**config.mk**
```make
export PLATFORM = sky130hd
export DESIGN_NAME = zero_crossing_symbol_slicer_flat
export DESIGN_NICKNAME = d
export VERILOG_FILES = /design/src/rtl/zcss_pkg.sv /design/src/rtl/zcss_sample_if.sv /design/src/rtl/zcss_symbol_if.sv /design/src/rtl/zcss_cfg_if.sv /design/src/rtl/zcss_queue.sv /design/src/rtl/zcss_front.sv /design/src/rtl/zcss_back.sv /design/src/rtl/zero_crossing_symbol_slicer.sv /design/src/flat_wrapper.sv
export VERILOG_INCLUDE_DIRS = /design/src /design/src/rtl
export SDC_FILE = /design/constraint.sdc
export NUM_CORES = 2
export LEC_CHECK = 0
export ABC_CLOCK_PERIOD_IN_PS = 11900
export BUFFER_PORTS_ARGS = -buffer_cell sky130_fd_sc_hd__clkbuf_2
export CORE_MARGIN = 3
export CORE_UTILIZATION = 63
export CTS_CLUSTER_DIAMETER = 60
export DETAILED_ROUTE_END_ITERATION = 16
export PLACE_DENSITY = 0.79
export SLEW_MARGIN = 30
export SYNTH_ARGS = -nofsm -noshare
export SYNTH_HDL_FRONTEND = slang
export SYNTH_SLANG_ARGS = --single-unit
export TNS_END_PERCENT = 100
```
**constraint.sdc**
```tcl
create_clock -name clk_i -period 11.9 [get_ports clk_i]
set_input_delay 1.785 -clock clk_i [delete_from_list [all_inputs] [get_ports clk_i]]
set_output_delay 1.785 -clock clk_i [all_outputs]
set_load 0.02 [all_outputs]
```
**src/rtl/zero_crossing_symbol_slicer_defines.svh**
```systemverilog
// ----------------------------------------------------------------------------
// Zero-crossing symbol slicer assertion macros
// Shared concurrent assertion forms, clocked on clk_i and muted in reset.
// ----------------------------------------------------------------------------
`ifndef ZERO_CROSSING_SYMBOL_SLICER_DEFINES_SVH
`define ZERO_CROSSING_SYMBOL_SLICER_DEFINES_SVH

// consequent must hold in the same cycle
`define ZCSS_ASSERT_SAME(name, ante, cons, msg) \
  name: assert property (@(posedge clk_i) disable iff (!rst_ni) (ante) |-> (cons)) \
    else $error(msg);

// consequent must hold in the next cycle
`define ZCSS_ASSERT_NEXT(name, ante, cons, msg) \
  name: assert property (@(posedge clk_i) disable iff (!rst_ni) (ante) |=> (cons)) \
    else $error(msg);

`endif

```
**src/rtl/zcss_pkg.sv**
```systemverilog
// ----------------------------------------------------------------------------
// Zero-crossing symbol slicer package
// Shared types, register indexes and fixed widths.
// ----------------------------------------------------------------------------
package zcss_pkg;

  localparam int ROT_W        = 16;
  localparam int RATE_W       = 17;
  localparam int RATE_FRAC_W  = 16;
  localparam int COUNT_W      = 24;
  localparam int RUN_W        = 7;   // holds run lengths up to 64
  localparam int CFG_IDX_W    = 8;
  localparam int CFG_DATA_W   = 17;
  localparam int QUEUE_DEPTH  = 2;   // power of two

  localparam logic [COUNT_W-1:0] COUNT_MAX = '1;
  localparam logic [RATE_W-1:0]  RATE_ONE  = RATE_W'(1 << RATE_FRAC_W);

  localparam logic [CFG_IDX_W-1:0] CFG_MODE   = CFG_IDX_W'(0);
  localparam logic [CFG_IDX_W-1:0] CFG_ROT_RE = CFG_IDX_W'(1);
  localparam logic [CFG_IDX_W-1:0] CFG_ROT_IM = CFG_IDX_W'(2);
  localparam logic [CFG_IDX_W-1:0] CFG_RATE   = CFG_IDX_W'(3);

  localparam logic signed [ROT_W-1:0] ROT_RE_RESET = 16'sh7fff;
  localparam logic signed [ROT_W-1:0] ROT_IM_RESET = 16'sh0000;

  typedef enum logic [1:0] {
    MODE_AMP   = 2'd0,
    MODE_PHASE = 2'd1,
    MODE_FREQ  = 2'd2
  } mode_e;

  typedef enum logic [1:0] {
    SIGN_NONE = 2'd0,
    SIGN_POS  = 2'd1,
    SIGN_NEG  = 2'd2
  } sign_e;

  typedef enum logic [2:0] {
    F_IDLE,
    F_MUL,
    F_DEC,
    F_RUNH,
    F_RUNL,
    F_PUSH
  } front_state_e;

  typedef struct packed {
    logic [1:0]              mode;
    logic signed [ROT_W-1:0] rot_re;
    logic signed [ROT_W-1:0] rot_im;
    logic [RATE_W-1:0]       rate;
  } cfg_t;

  typedef struct packed {
    logic             pos;
    logic             sat;
    logic [RUN_W-1:0] len;
  } run_cmd_t;

endpackage

```
**src/rtl/zcss_sample_if.sv**
```systemverilog
// ----------------------------------------------------------------------------
// Sample channel
// Valid/ready channel carrying one complex sample and the end-of-data mark.
// ----------------------------------------------------------------------------
interface zcss_sample_if #(
  parameter int SAMPLE_BITS = 16
) ();
  logic                          valid;
  logic                          ready;
  logic signed [SAMPLE_BITS-1:0] sample_re;
  logic signed [SAMPLE_BITS-1:0] sample_im;
  logic                          end_of_data;

  modport source (output valid, sample_re, sample_im, end_of_data, input ready);
  modport sink   (input valid, sample_re, sample_im, end_of_data, output ready);
endinterface

```
**src/rtl/zcss_symbol_if.sv**
```systemverilog
// ----------------------------------------------------------------------------
// Symbol channel
// Valid/ready channel carrying one recovered symbol and its run flags.
// ----------------------------------------------------------------------------
interface zcss_symbol_if ();
  logic valid;
  logic ready;
  logic symbol_bit;
  logic last_of_run;
  logic run_saturated;

  modport source (output valid, symbol_bit, last_of_run, run_saturated, input ready);
  modport sink   (input valid, symbol_bit, last_of_run, run_saturated, output ready);
endinterface

```
**src/rtl/zcss_cfg_if.sv**
```systemverilog
// ----------------------------------------------------------------------------
// Configuration write channel
// Valid/ready channel carrying a register index and write data.
// ----------------------------------------------------------------------------
interface zcss_cfg_if
  import zcss_pkg::*;
();
  logic                  valid;
  logic                  ready;
  logic [CFG_IDX_W-1:0]  index;
  logic [CFG_DATA_W-1:0] data;

  modport source (output valid, index, data, input ready);
  modport sink   (input valid, index, data, output ready);
endinterface

```
**src/rtl/zcss_queue.sv**
```systemverilog
// ----------------------------------------------------------------------------
// Run command queue
// Small FIFO of run commands between the front and back parts.
// ----------------------------------------------------------------------------
module zcss_queue
  import zcss_pkg::*;
(
  input  logic     clk_i,
  input  logic     rst_ni,
  input  logic     push_i,
  input  run_cmd_t data_i,
  output logic     full_o,
  input  logic     pop_i,
  output run_cmd_t data_o,
  output logic     empty_o
);

  localparam int PTR_W = (QUEUE_DEPTH > 1) ? $clog2(QUEUE_DEPTH) : 1;

  run_cmd_t         entry_q [QUEUE_DEPTH];
  logic [PTR_W-1:0] wr_ptr_q, rd_ptr_q;
  logic [PTR_W:0]   cnt_q;

  assign full_o  = (cnt_q == (PTR_W+1)'(QUEUE_DEPTH));
  assign empty_o = (cnt_q == '0);
  assign data_o  = entry_q[rd_ptr_q];

  always_ff @(posedge clk_i or negedge rst_ni) begin
    if (!rst_ni) begin
      wr_ptr_q <= '0;
      rd_ptr_q <= '0;
      cnt_q    <= '0;
    end else begin
      if (push_i) begin
        wr_ptr_q <= wr_ptr_q + 1'b1;
      end
      if (pop_i) begin
        rd_ptr_q <= rd_ptr_q + 1'b1;
      end
      case ({push_i, pop_i})
        2'b10:   cnt_q <= cnt_q + 1'b1;
        2'b01:   cnt_q <= cnt_q - 1'b1;
        default: cnt_q <= cnt_q;
      endcase
    end
  end

  always_ff @(posedge clk_i) begin
    if (push_i) begin
      entry_q[wr_ptr_q] <= data_i;
    end
  end

endmodule

```
**src/rtl/zcss_front.sv**
```systemverilog
// ----------------------------------------------------------------------------
// Slicer front end
// Takes samples, forms the decision sign, tracks runs and sizes ended runs.
// ----------------------------------------------------------------------------
module zcss_front
  import zcss_pkg::*;
#(
  parameter int SAMPLE_BITS = 16,
  parameter int MAX_RUN     = 64
) (
  input  logic       clk_i,
  input  logic       rst_ni,
  input  cfg_t       cfg_i,
  zcss_sample_if.sink sample_i,
  output logic       push_o,
  output run_cmd_t   cmd_o,
  input  logic       full_i
);

  localparam int BW      = (SAMPLE_BITS > ROT_W) ? SAMPLE_BITS : ROT_W;
  localparam int PW      = SAMPLE_BITS + BW;
  localparam int SW      = PW + 1;
  localparam int LO_W    = COUNT_W / 2;
  localparam int HI_W    = COUNT_W - LO_W;
  localparam int PHI_W   = HI_W + RATE_W;
  localparam int PLO_W   = LO_W + RATE_W;
  localparam int TOT_W   = COUNT_W + RATE_W;
  localparam int NS_W    = TOT_W - RATE_FRAC_W;
  localparam logic [TOT_W-1:0] ROUND_HALF = TOT_W'(1) << (RATE_FRAC_W - 1);

  front_state_e state_q, state_d;

  logic signed [SAMPLE_BITS-1:0] x_re_q, x_im_q;
  logic                          eod_q;
  logic signed [PW-1:0]          prod_q [4];
  logic signed [SAMPLE_BITS-1:0] prev_re_q, prev_im_q;
  sign_e                         psign_q;
  logic [COUNT_W-1:0]            count_q;
  logic                          run_pos_q;
  logic [COUNT_W-1:0]            run_cnt_q;
  logic [PHI_W-1:0]              pp_hi_q;
  logic [PLO_W-1:0]              pp_lo_q;
  run_cmd_t                      cmd_q;

  logic                          freq;
  logic signed [BW-1:0]          b_pr, b_pi, b_rr, b_ri;
  logic signed [SAMPLE_BITS-1:0] mul_a [4];
  logic signed [BW-1:0]          mul_b [4];
  logic signed [SW-1:0]          re_v, im_v;
  sign_e                         s;
  logic                          crossing, emit_run;
  logic [RATE_W-1:0]             rate_eff;
  logic [TOT_W-1:0]              total;
  logic [NS_W-1:0]               nsym;
  logic                          sat;

  assign freq = (cfg_i.mode == MODE_FREQ);
  assign b_pr = BW'(prev_re_q);
  assign b_pi = BW'(prev_im_q);
  assign b_rr = BW'(cfg_i.rot_re);
  assign b_ri = BW'(cfg_i.rot_im);

  // lane operands: rotated product, or x times conj(previous) in frequency mode
  always_comb begin
    mul_a[0] = x_re_q;
    mul_b[0] = freq ? b_pr : b_rr;
    mul_a[1] = x_im_q;
    mul_b[1] = freq ? b_pi : b_ri;
    mul_a[2] = freq ? x_im_q : x_re_q;
    mul_b[2] = freq ? b_pr : b_ri;
    mul_a[3] = freq ? x_re_q : x_im_q;
    mul_b[3] = freq ? b_pi : b_rr;
  end

  always_comb begin
    if (freq) begin
      // i*d: real part is -Im(d), imaginary part is Re(d)
      re_v = SW'(prod_q[3]) - SW'(prod_q[2]);
      im_v = SW'(prod_q[0]) + SW'(prod_q[1]);
    end else begin
      re_v = SW'(prod_q[0]) - SW'(prod_q[1]);
      im_v = SW'(prod_q[2]) + SW'(prod_q[3]);
    end
    if (cfg_i.mode == MODE_PHASE || cfg_i.mode == MODE_FREQ) begin
      if (im_v > 0)      s = SIGN_POS;
      else if (im_v < 0) s = SIGN_NEG;
      else if (re_v < 0) s = SIGN_POS;   // argument is +pi
      else               s = SIGN_NONE;
    end else begin
      if (re_v > 0)      s = SIGN_POS;
      else if (re_v < 0) s = SIGN_NEG;
      else               s = SIGN_NONE;
    end
  end

  assign crossing = (s != SIGN_NONE) && (psign_q != SIGN_NONE) && (s != psign_q);
  assign emit_run = eod_q ? (psign_q != SIGN_NONE) : crossing;

  assign rate_eff = (cfg_i.rate > RATE_ONE) ? RATE_ONE : cfg_i.rate;
  assign total    = (TOT_W'(pp_hi_q) << LO_W) + TOT_W'(pp_lo_q) + ROUND_HALF;
  assign nsym     = total[TOT_W-1:RATE_FRAC_W];
  assign sat      = (nsym > NS_W'(MAX_RUN));

  always_comb begin
    state_d        = state_q;
    sample_i.ready = 1'b0;
    push_o         = 1'b0;
    case (state_q)
      F_IDLE: begin
        sample_i.ready = 1'b1;
        if (sample_i.valid) state_d = F_MUL;
      end
      F_MUL:  state_d = F_DEC;
      F_DEC:  state_d = emit_run ? F_RUNH : F_IDLE;
      F_RUNH: state_d = F_RUNL;
      F_RUNL: state_d = F_PUSH;
      F_PUSH: begin
        if (cmd_q.len == '0) begin
          state_d = F_IDLE;
        end else if (!full_i) begin
          push_o  = 1'b1;
          state_d = F_IDLE;
        end
      end
      default: state_d = F_IDLE;
    endcase
  end

  assign cmd_o = cmd_q;

  always_ff @(posedge clk_i or negedge rst_ni) begin
    if (!rst_ni) begin
      state_q <= F_IDLE;
    end else begin
      state_q <= state_d;
    end
  end

  // run tracking state
  always_ff @(posedge clk_i or negedge rst_ni) begin
    if (!rst_ni) begin
      prev_re_q <= '0;
      prev_im_q <= '0;
      psign_q   <= SIGN_NONE;
      count_q   <= '0;
    end else if (state_q == F_DEC) begin
      if (eod_q) begin
        prev_re_q <= '0;
        prev_im_q <= '0;
        psign_q   <= SIGN_NONE;
        count_q   <= '0;
      end else begin
        if (freq) begin
          prev_re_q <= x_re_q;
          prev_im_q <= x_im_q;
        end
        if (crossing) begin
          count_q <= COUNT_W'(1);
        end else if (count_q != COUNT_MAX) begin
          count_q <= count_q + 1'b1;
        end
        if (s != SIGN_NONE) begin
          psign_q <= s;
        end
      end
    end
  end

  always_ff @(posedge clk_i) begin
    if (state_q == F_IDLE && sample_i.valid) begin
      x_re_q <= sample_i.sample_re;
      x_im_q <= sample_i.sample_im;
      eod_q  <= sample_i.end_of_data;
    end
    if (state_q == F_MUL) begin
      for (int k = 0; k < 4; k++) begin
        prod_q[k] <= PW'(mul_a[k]) * PW'(mul_b[k]);
      end
    end
    if (state_q == F_DEC) begin
      run_pos_q <= (psign_q == SIGN_POS);
      run_cnt_q <= count_q;
    end
    if (state_q == F_RUNH) begin
      // count split in halves to keep each product narrow
      pp_hi_q <= PHI_W'(run_cnt_q[COUNT_W-1:LO_W]) * PHI_W'(rate_eff);
      pp_lo_q <= PLO_W'(run_cnt_q[LO_W-1:0]) * PLO_W'(rate_eff);
    end
    if (state_q == F_RUNL) begin
      cmd_q.pos <= run_pos_q;
      cmd_q.sat <= sat;
      cmd_q.len <= sat ? RUN_W'(MAX_RUN) : nsym[RUN_W-1:0];
    end
  end

endmodule

```
**src/rtl/zcss_back.sv**
```systemverilog
// ----------------------------------------------------------------------------
// Slicer back end
// Expands run commands into symbols through a registered output stage.
// ----------------------------------------------------------------------------
module zcss_back
  import zcss_pkg::*;
(
  input  logic          clk_i,
  input  logic          rst_ni,
  input  run_cmd_t      head_i,
  input  logic          empty_i,
  output logic          pop_o,
  zcss_symbol_if.source symbol_o
);

  logic             active_q;
  logic [RUN_W-1:0] remaining_q;
  logic             pos_q, sat_q;
  logic             out_valid_q;
  logic             out_bit_q, out_last_q, out_sat_q;
  logic             load;

  assign pop_o = !active_q && !empty_i;
  assign load  = active_q && (!out_valid_q || symbol_o.ready);

  assign symbol_o.valid         = out_valid_q;
  assign symbol_o.symbol_bit    = out_bit_q;
  assign symbol_o.last_of_run   = out_last_q;
  assign symbol_o.run_saturated = out_sat_q;

  always_ff @(posedge clk_i or negedge rst_ni) begin
    if (!rst_ni) begin
      active_q    <= 1'b0;
      out_valid_q <= 1'b0;
    end else begin
      if (pop_o) begin
        active_q <= 1'b1;
      end else if (load && remaining_q == RUN_W'(1)) begin
        active_q <= 1'b0;
      end
      if (load) begin
        out_valid_q <= 1'b1;
      end else if (symbol_o.ready) begin
        out_valid_q <= 1'b0;
      end
    end
  end

  always_ff @(posedge clk_i) begin
    if (pop_o) begin
      remaining_q <= head_i.len;
      pos_q       <= head_i.pos;
      sat_q       <= head_i.sat;
    end else if (load) begin
      remaining_q <= remaining_q - 1'b1;
    end
    if (load) begin
      out_bit_q  <= pos_q;
      out_last_q <= (remaining_q == RUN_W'(1));
      out_sat_q  <= sat_q;
    end
  end

endmodule

```
**src/rtl/zero_crossing_symbol_slicer.sv**
```systemverilog
// The first symbol of a run leaves the output register after the sample ending it passes
// the front sequencer (register, multiply, decide, then run product, run size and a push
// that waits on a full queue) and the queue; the back end takes each run from the queue,
// then emits 1 symbol per cycle while the output is ready. Reset (async, active low)
// restores the register defaults, clears run state and empties the queue; no clearing pass.
// ----------------------------------------------------------------------------
// Zero-crossing symbol slicer
// Slices complex samples by mode and turns sign runs into binary symbols.
// ----------------------------------------------------------------------------
`include "zero_crossing_symbol_slicer_defines.svh"

module zero_crossing_symbol_slicer
  import zcss_pkg::*;
#(
  parameter int SAMPLE_BITS = 16,
  parameter int MAX_RUN     = 64
) (
  input  logic          clk_i,
  input  logic          rst_ni,
  zcss_cfg_if.sink      cfg_i,
  zcss_sample_if.sink   sample_i,
  zcss_symbol_if.source symbol_o
);

  cfg_t     cfg_q;
  logic     q_push, q_full, q_pop, q_empty;
  run_cmd_t q_in, q_head;

  assign cfg_i.ready = 1'b1;

  always_ff @(posedge clk_i or negedge rst_ni) begin
    if (!rst_ni) begin
      cfg_q.mode   <= MODE_AMP;
      cfg_q.rot_re <= ROT_RE_RESET;
      cfg_q.rot_im <= ROT_IM_RESET;
      cfg_q.rate   <= RATE_ONE;
    end else if (cfg_i.valid && cfg_i.ready) begin
      case (cfg_i.index)
        CFG_MODE:   cfg_q.mode   <= cfg_i.data[1:0];
        CFG_ROT_RE: cfg_q.rot_re <= $signed(cfg_i.data[ROT_W-1:0]);
        CFG_ROT_IM: cfg_q.rot_im <= $signed(cfg_i.data[ROT_W-1:0]);
        CFG_RATE:   cfg_q.rate   <= cfg_i.data[RATE_W-1:0];
        default:    ;
      endcase
    end
  end

  zcss_front #(
    .SAMPLE_BITS (SAMPLE_BITS),
    .MAX_RUN     (MAX_RUN)
  ) u_front (
    .clk_i    (clk_i),
    .rst_ni   (rst_ni),
    .cfg_i    (cfg_q),
    .sample_i (sample_i),
    .push_o   (q_push),
    .cmd_o    (q_in),
    .full_i   (q_full)
  );

  zcss_queue u_queue (
    .clk_i   (clk_i),
    .rst_ni  (rst_ni),
    .push_i  (q_push),
    .data_i  (q_in),
    .full_o  (q_full),
    .pop_i   (q_pop),
    .data_o  (q_head),
    .empty_o (q_empty)
  );

  zcss_back u_back (
    .clk_i    (clk_i),
    .rst_ni   (rst_ni),
    .head_i   (q_head),
    .empty_i  (q_empty),
    .pop_o    (q_pop),
    .symbol_o (symbol_o)
  );

  `ZCSS_ASSERT_SAME(a_push_has_room, q_push, !q_full, "run request pushed into a full queue")
  `ZCSS_ASSERT_SAME(a_pop_nonempty_run, q_pop, !q_empty && (q_head.len != '0), "empty run popped")
  `ZCSS_ASSERT_NEXT(a_one_sample_in_flight, sample_i.valid && sample_i.ready, !sample_i.ready, "sample taken while busy")

endmodule
```
**src/flat_wrapper.sv**
```systemverilog
// flat-port wrapper written by rule: the top's interface ports become plain ports
module zero_crossing_symbol_slicer_flat import zcss_pkg::*;
#(
  parameter int SAMPLE_BITS = 16,
  parameter int MAX_RUN     = 64
)
  (clk_i, rst_ni, cfg_i_valid, cfg_i_index, cfg_i_data, cfg_i_ready, sample_i_valid, sample_i_sample_re, sample_i_sample_im, sample_i_end_of_data, sample_i_ready, symbol_o_valid, symbol_o_symbol_bit, symbol_o_last_of_run, symbol_o_run_saturated, symbol_o_ready);
  zcss_cfg_if cfg_i_i ();
  zcss_sample_if #(.SAMPLE_BITS(SAMPLE_BITS)) sample_i_i ();
  zcss_symbol_if symbol_o_i ();
  input  logic clk_i;
  input  logic rst_ni;
  input wire logic [$bits(cfg_i_i.valid)-1:0] cfg_i_valid;
  input wire logic [$bits(cfg_i_i.index)-1:0] cfg_i_index;
  input wire logic [$bits(cfg_i_i.data)-1:0] cfg_i_data;
  output wire logic [$bits(cfg_i_i.ready)-1:0] cfg_i_ready;
  input wire logic [$bits(sample_i_i.valid)-1:0] sample_i_valid;
  input wire logic [$bits(sample_i_i.sample_re)-1:0] sample_i_sample_re;
  input wire logic [$bits(sample_i_i.sample_im)-1:0] sample_i_sample_im;
  input wire logic [$bits(sample_i_i.end_of_data)-1:0] sample_i_end_of_data;
  output wire logic [$bits(sample_i_i.ready)-1:0] sample_i_ready;
  output wire logic [$bits(symbol_o_i.valid)-1:0] symbol_o_valid;
  output wire logic [$bits(symbol_o_i.symbol_bit)-1:0] symbol_o_symbol_bit;
  output wire logic [$bits(symbol_o_i.last_of_run)-1:0] symbol_o_last_of_run;
  output wire logic [$bits(symbol_o_i.run_saturated)-1:0] symbol_o_run_saturated;
  input wire logic [$bits(symbol_o_i.ready)-1:0] symbol_o_ready;
  assign cfg_i_i.valid = cfg_i_valid;
  assign cfg_i_i.index = cfg_i_index;
  assign cfg_i_i.data = cfg_i_data;
  assign cfg_i_ready = cfg_i_i.ready;
  assign sample_i_i.valid = sample_i_valid;
  assign sample_i_i.sample_re = sample_i_sample_re;
  assign sample_i_i.sample_im = sample_i_sample_im;
  assign sample_i_i.end_of_data = sample_i_end_of_data;
  assign sample_i_ready = sample_i_i.ready;
  assign symbol_o_valid = symbol_o_i.valid;
  assign symbol_o_symbol_bit = symbol_o_i.symbol_bit;
  assign symbol_o_last_of_run = symbol_o_i.last_of_run;
  assign symbol_o_run_saturated = symbol_o_i.run_saturated;
  assign symbol_o_i.ready = symbol_o_ready;
  zero_crossing_symbol_slicer #(.SAMPLE_BITS(SAMPLE_BITS), .MAX_RUN(MAX_RUN)) u_core (.clk_i(clk_i), .rst_ni(rst_ni), .cfg_i(cfg_i_i), .sample_i(sample_i_i), .symbol_o(symbol_o_i));
endmodule
```
# After elaboration in Yosys (flattened, before gate mapping)
# Memory sizes are Yosys's and may differ from the RTL's.
# Cells that the tools add are included.
totals:
  reg_bits: 255
  ram_bits: 146
  mem_count: 2
memory_table:
  columns: ["memory", "depth", "width", "rd", "rd_clocked_by_memory_dff", "write_ports", "line_no", "rtl"]
  rows:
  - ["u_core.u_front.prod_q", 4, 32, 4, 0, 4, "zcss_front.sv:35", "logic signed [PW-1:0] prod_q [4];"]
  - ["u_core.u_queue.entry_q", 2, 9, 1, 0, 1, "zcss_queue.sv:20", "run_cmd_t entry_q [QUEUE_DEPTH];"]
classes:
  addsub: 12
  mul: 6
  order_cmp: 6
  n_eq_ne: 19
  muxes: 45
  reduce_logical: 32
ops:
  columns: ["cell", "n"]
  rows:
  - ["$mux W16", 10]
  - ["$mul A16 B16 Y32", 4]
  - ["$mux W24", 3]
  - ["$add A32 B32 Y33", 2]
  - ["$gt A33 B1 Y1 const B", 2]
  - ["$lt A33 B1 Y1 const B", 2]
  - ["$mux W33", 2]
  - ["$sub A32 B32 Y33", 2]
  - ["$mul A12 B17 Y29", 2]
  - ["$add A41 B16 Y41 const B", 1]
  - ["$add A41 B29 Y41", 1]
  - ["$gt A25 B7 Y1 const B", 1]
  - ["$add A24 B1 Y24 const B", 1]
  - ["$ne A24 B24 Y1 const B", 1]
  - ["$pmux W3 S6", 1]
  - ["$gt A17 B17 Y1 const B", 1]
  - ["$mux W17", 1]
  - ["$eq A8 B2 Y1 const B", 2]
  - ["$mux W2", 8]
  - ["$reduce_and A2 Y1", 8]
  - ["$reduce_bool A2 Y1", 8]
  - ["$mux W1", 14]
  - ["$mux W7", 2]
  - ["$mux W3", 3]
  - ["23 further kinds", 38]

# Logic depth before layout (Yosys ltp)
# An unclocked memory read counts as a cell.
depth:
  depth_word: 14
  depth_mapped: 35
  mapped_depth_nobuf: 32

# Hierarchy
# A second synthesis with hierarchy kept.
hier_totals:
  cells_unflattened: 8366
  area_unflattened_um2: 76145.5
by_module_without_submodules:
  columns: ["mod", "n_inst", "cells_per_inst", "area_each_um2"]
  rows:
  - ["zcss_front", 1, 8154, 72599.6]
  - ["zero_crossing_symbol_slicer", 1, 114, 2065.7]
  - ["zcss_queue", 1, 44, 833.3]
  - ["zcss_back", 1, 54, 646.9]

# Worst setup path before layout
# OpenSTA, ideal clock, no wires.
synth_path:
  path_kind: "reg-to-reg"
  start: "reg u_core.u_front.state_q[2]"
  end: "reg u_core.u_front.state_q[1]"
  arrival_time_ps: 10521
  required_ps: 11764
  path_slack_ps: 1243
  stages_incl_launch_ff: 3
  path_buffers: 0
  synth_period_minus_slack_ps: 10657
  cell_sequence: "dfrtp_1 nor3b_1 o21bai_1"
synth_between:
  elab_chain_cells: 3
synth_lines:
  columns: ["element", "line_no", "rtl"]
  rows:
  - ["from (decl)", "zcss_front.sv:31", "front_state_e state_q, state_d;"]
  - ["from (signal assigned)", "zcss_front.sv:135", "state_q <= state_d;"]
  - ["$eq A3 B3 Y1 or $logic_not A3 Y1 (tied branches)", "zcss_front.sv:108", "case (state_q)"]
  - ["$ne A3 B3 Y1 (no source line) or $ne A2 B2 Y1 (tied branches)", null, null]
  - ["$reduce_and A2 Y1 (no source line)", null, null]
# Several ways; a longest one is shown, not always the timed one.
# A chain may end at the register's enable or synchronous reset.

==> impl_metrics.json <==
{
  "status": "completed",
  "vias_per_cell": 6.02,
  "peakVddDrop_mv": 0.156,
  "placed_cell_area_mm2": 0.0775,
  "relSlewSlack_pct": 27.4,
  "r2r_start": "u_core.cfg_q[50]$_DFFE_PN0P_",
  "wl_per_cell_um": 22.1,
  "register_area_mm2": 0.0111,
  "final_cell_mix": "inv_1, fa_1, nand2_1",
  "dpl.cell_count": 9741,
  "clkSinkCount": 389,
  "synth.largest_area_cell": "fa_1",
  "cp_max_fo": 38,
  "final_hold_viol_count": 0,
  "min_path_type": "reg2reg",
  "multiInputGateArea_mm2": 0.0570,
  "via_count": 59400,
  "grt_pass1_wl_um": 343000,
  "layout.cells.non_filler": 9857,
  "die_w_um": 353,
  "grt_setup_unrepaired": "no",
  "netlist-cell-type-count": 99,
  "drive_above_1_share_pct": 5.60,
  "crit_buf_inv": 7,
  "grt_overflow_total": 0,
  "ys.warnings.count": 0,
  "grt_start_max_net_pins": 80,
  "fin_crit_sh_pct": 79.7,
  "synth.net_count": 10300,
  "hpwl_um": 176000,
  "setup_viol_count_final": 0,
  "cp_data_required_time_ns": 12.30,
  "root_buffer": "clkbuf_16",
  "io_pins": 69,
  "finalClockSkew_ns": 0.0608,
  "synth_flop_cell": "edfxtp_1",
  "critical-path-max-stage-delay_ns": 0.75,
  "drt-total-wl_um": 218000,
  "slew_viol_final": 0,
  "fmax_mhz": 105,
  "gp_congestion": 1.00,
  "io_buffer_count": 67,
  "tightest_slew_ns": 1.08,
  "die_y_um": 353,
  "max-cap-violations": 0,
  "drt-pass1-iter-count": 7,
  "powerDensity_mw_per_mm2": 148,
  "cpLargestDelayFamily": "adder cells",
  "cts-hold-fix-buffers": 0,
  "worstSkewPairLatency_ns": 0.71,
  "final.setup.tns_ns": 0,
  "cts_buffers": 55,
  "cts_tree": "yes",
  "stdcell_area_mm2": 0.0795,
  "startpoint_type": "register",
  "netlist.area_leader.share_pct": 35.8,
  "period_needed_ns": 9.49,
  "core-area_mm2": 0.119,
  "grt_pass1_vias": 61700,
  "start_util_pct": 63.8,
  "fillers": 9326,
  "die_area_mm2": 0.124,
  "startpoint": "u_core.cfg_q[50]$_DFFE_PN0P_",
  "synth_area_mm2": 0.0757,
  "critPathCaptureType": "register",
  "grt_usage_pct": 35.4,
  "initialDrtViolationCount": 5772,
  "area_growth_pct": 5.14,
  "syn_area_per_cell_um2": 9.11,
  "fin_nets": 10200,
  "path_class": "reg2reg",
  "cts_resized": 0,
  "ant_nets": 0,
  "arrival_ns": 9.88,
  "post_cts_buffers": 0,
  "clkTransAtPathRegs_ns": 0.06,
  "drc": 0,
  "antenna_found_initial": 23,
  "rows": 126,
  "synth_edf_count": 271,
  "slowest_stage": "o311ai_0",
  "cts_max_level": 2,
  "clock_path_buffers": 3,
  "layout_commonest_cell": "inv_1",
  "ys_async_sr_fraction_pct": 30.3,
  "whs_ns": 0.416,
  "synth.area.top_cells": "fa_1, edfxtp_1, ha_1",
  "p_leak_nw": 40.0,
  "hold_path.startpoint": "u_core.u_back.pos_q$_DFFE_PP_",
  "syn_inst": 8304,
  "ys_seq_area_share_pct": 14.7,
  "ys_ff_latch": 389
}
[final timing paths]
path / end / slack (ns) / depth (start not counted)
setup / recovery: u_core.u_front.prod_q[1][30]$_DFFE_PP_ / 2.41 / 26
hold / removal: u_core.u_back.symbol_o.symbol_bit$_DFFE_PP_ / 0.42 / 0
setup reg to reg: u_core.u_front.prod_q[1][30]$_DFFE_PP_ / 2.41 / 26
hold reg to reg: u_core.u_back.symbol_o.symbol_bit$_DFFE_PP_ / 0.42 / 0
max in group asynchronous: u_core.cfg_q[30]$_DFFE_PN0P_ / 9.45 / 2
min in group asynchronous: u_core.u_queue.cnt_q[1]$_DFFE_PN0P_ / 1.06 / 1
[report_power, final]
group	total (W)	internal [W]	leakage, nW	switching [W]
clock	0.00171	0.000971	0.925	0.000737
sequential	0.00235	0.00193	4.10	0.000422
combinational	0.00775	0.00270	34.9	0.00504
[layout make-up]
class | instances | area share [%]
diodes | 13 | 0.0409
clock buffers | 65 | 1.83
clock inverters | 37 | 0.566
inverters | 1722 | 8.13
multi-input cells | 5868 | 71.6
flip-flops and latches | 389 | 14.0
well taps | 1600 | 2.52
repair buffers | 163 | 1.35
[flip-flops by register name, summed over array words and instances, names as in the netlist, 17 cells and up]
name / flops
u_core.u_front.prod_q: 128
u_core.u_front.pp_hi_q: 29
u_core.u_front.count_q: 24
u_core.u_front.run_cnt_q: 24
u_core.cfg_q: 51
u_core.u_queue.entry_q: 18
u_core.u_front.pp_lo_q: 17
[synth_stat cells (all sizes together), types with 80 or more instances]
master	n
a21oi	269
and2	237
and3	137
clkbuf	280
dfrtp	102
edfxtp	271
fa	1351
ha	624
inv	1720
mux2	90
nand2	1115
nand3	80
nor2	476
nor2b	110
nor3	110
o21ai	181
xnor2	194
[layer usage]
| metal | up-vias | GRT usage, % | wire (um) |
|---|---|---|---|
| met3 | 690 | 10.1 | 25300 |
| met1 | 29500 | 45.8 | 82200 |
| li1 | 25900 | - | - |
| met2 | 3249 | 54.6 | 97000 |
| met5 | - | 0 | 157 |
| met4 | 18 | 18.3 | 12900 |
[kinds of logic (layout without fill, tap and decap cells)]
group	after synthesis	in the layout	synth area share [%]
xor+xnor	257	257	2.98
simple gates	2553	2553	15.7
compound gates	941	941	8.27
mux	141	141	2.03
other cells	1	14	0.00496
buf+inv	2047	1987	10.2
flops	389	389	14.7
fa+ha+maj	1975	1975	46.1
[per-stage QoR]
stage                     worst slack [ns]  utilization [%]  power [W]
after floorplan                       1.24                -    0.00752
after global placement                2.87             65.4    0.00971
after detailed placement              2.82             65.4    0.00985
after CTS                             2.63             67.0     0.0116
after global routing                  1.87             67.1     0.0126
final                                 2.41             67.1     0.0118
(Power assumes the default switching activity.)
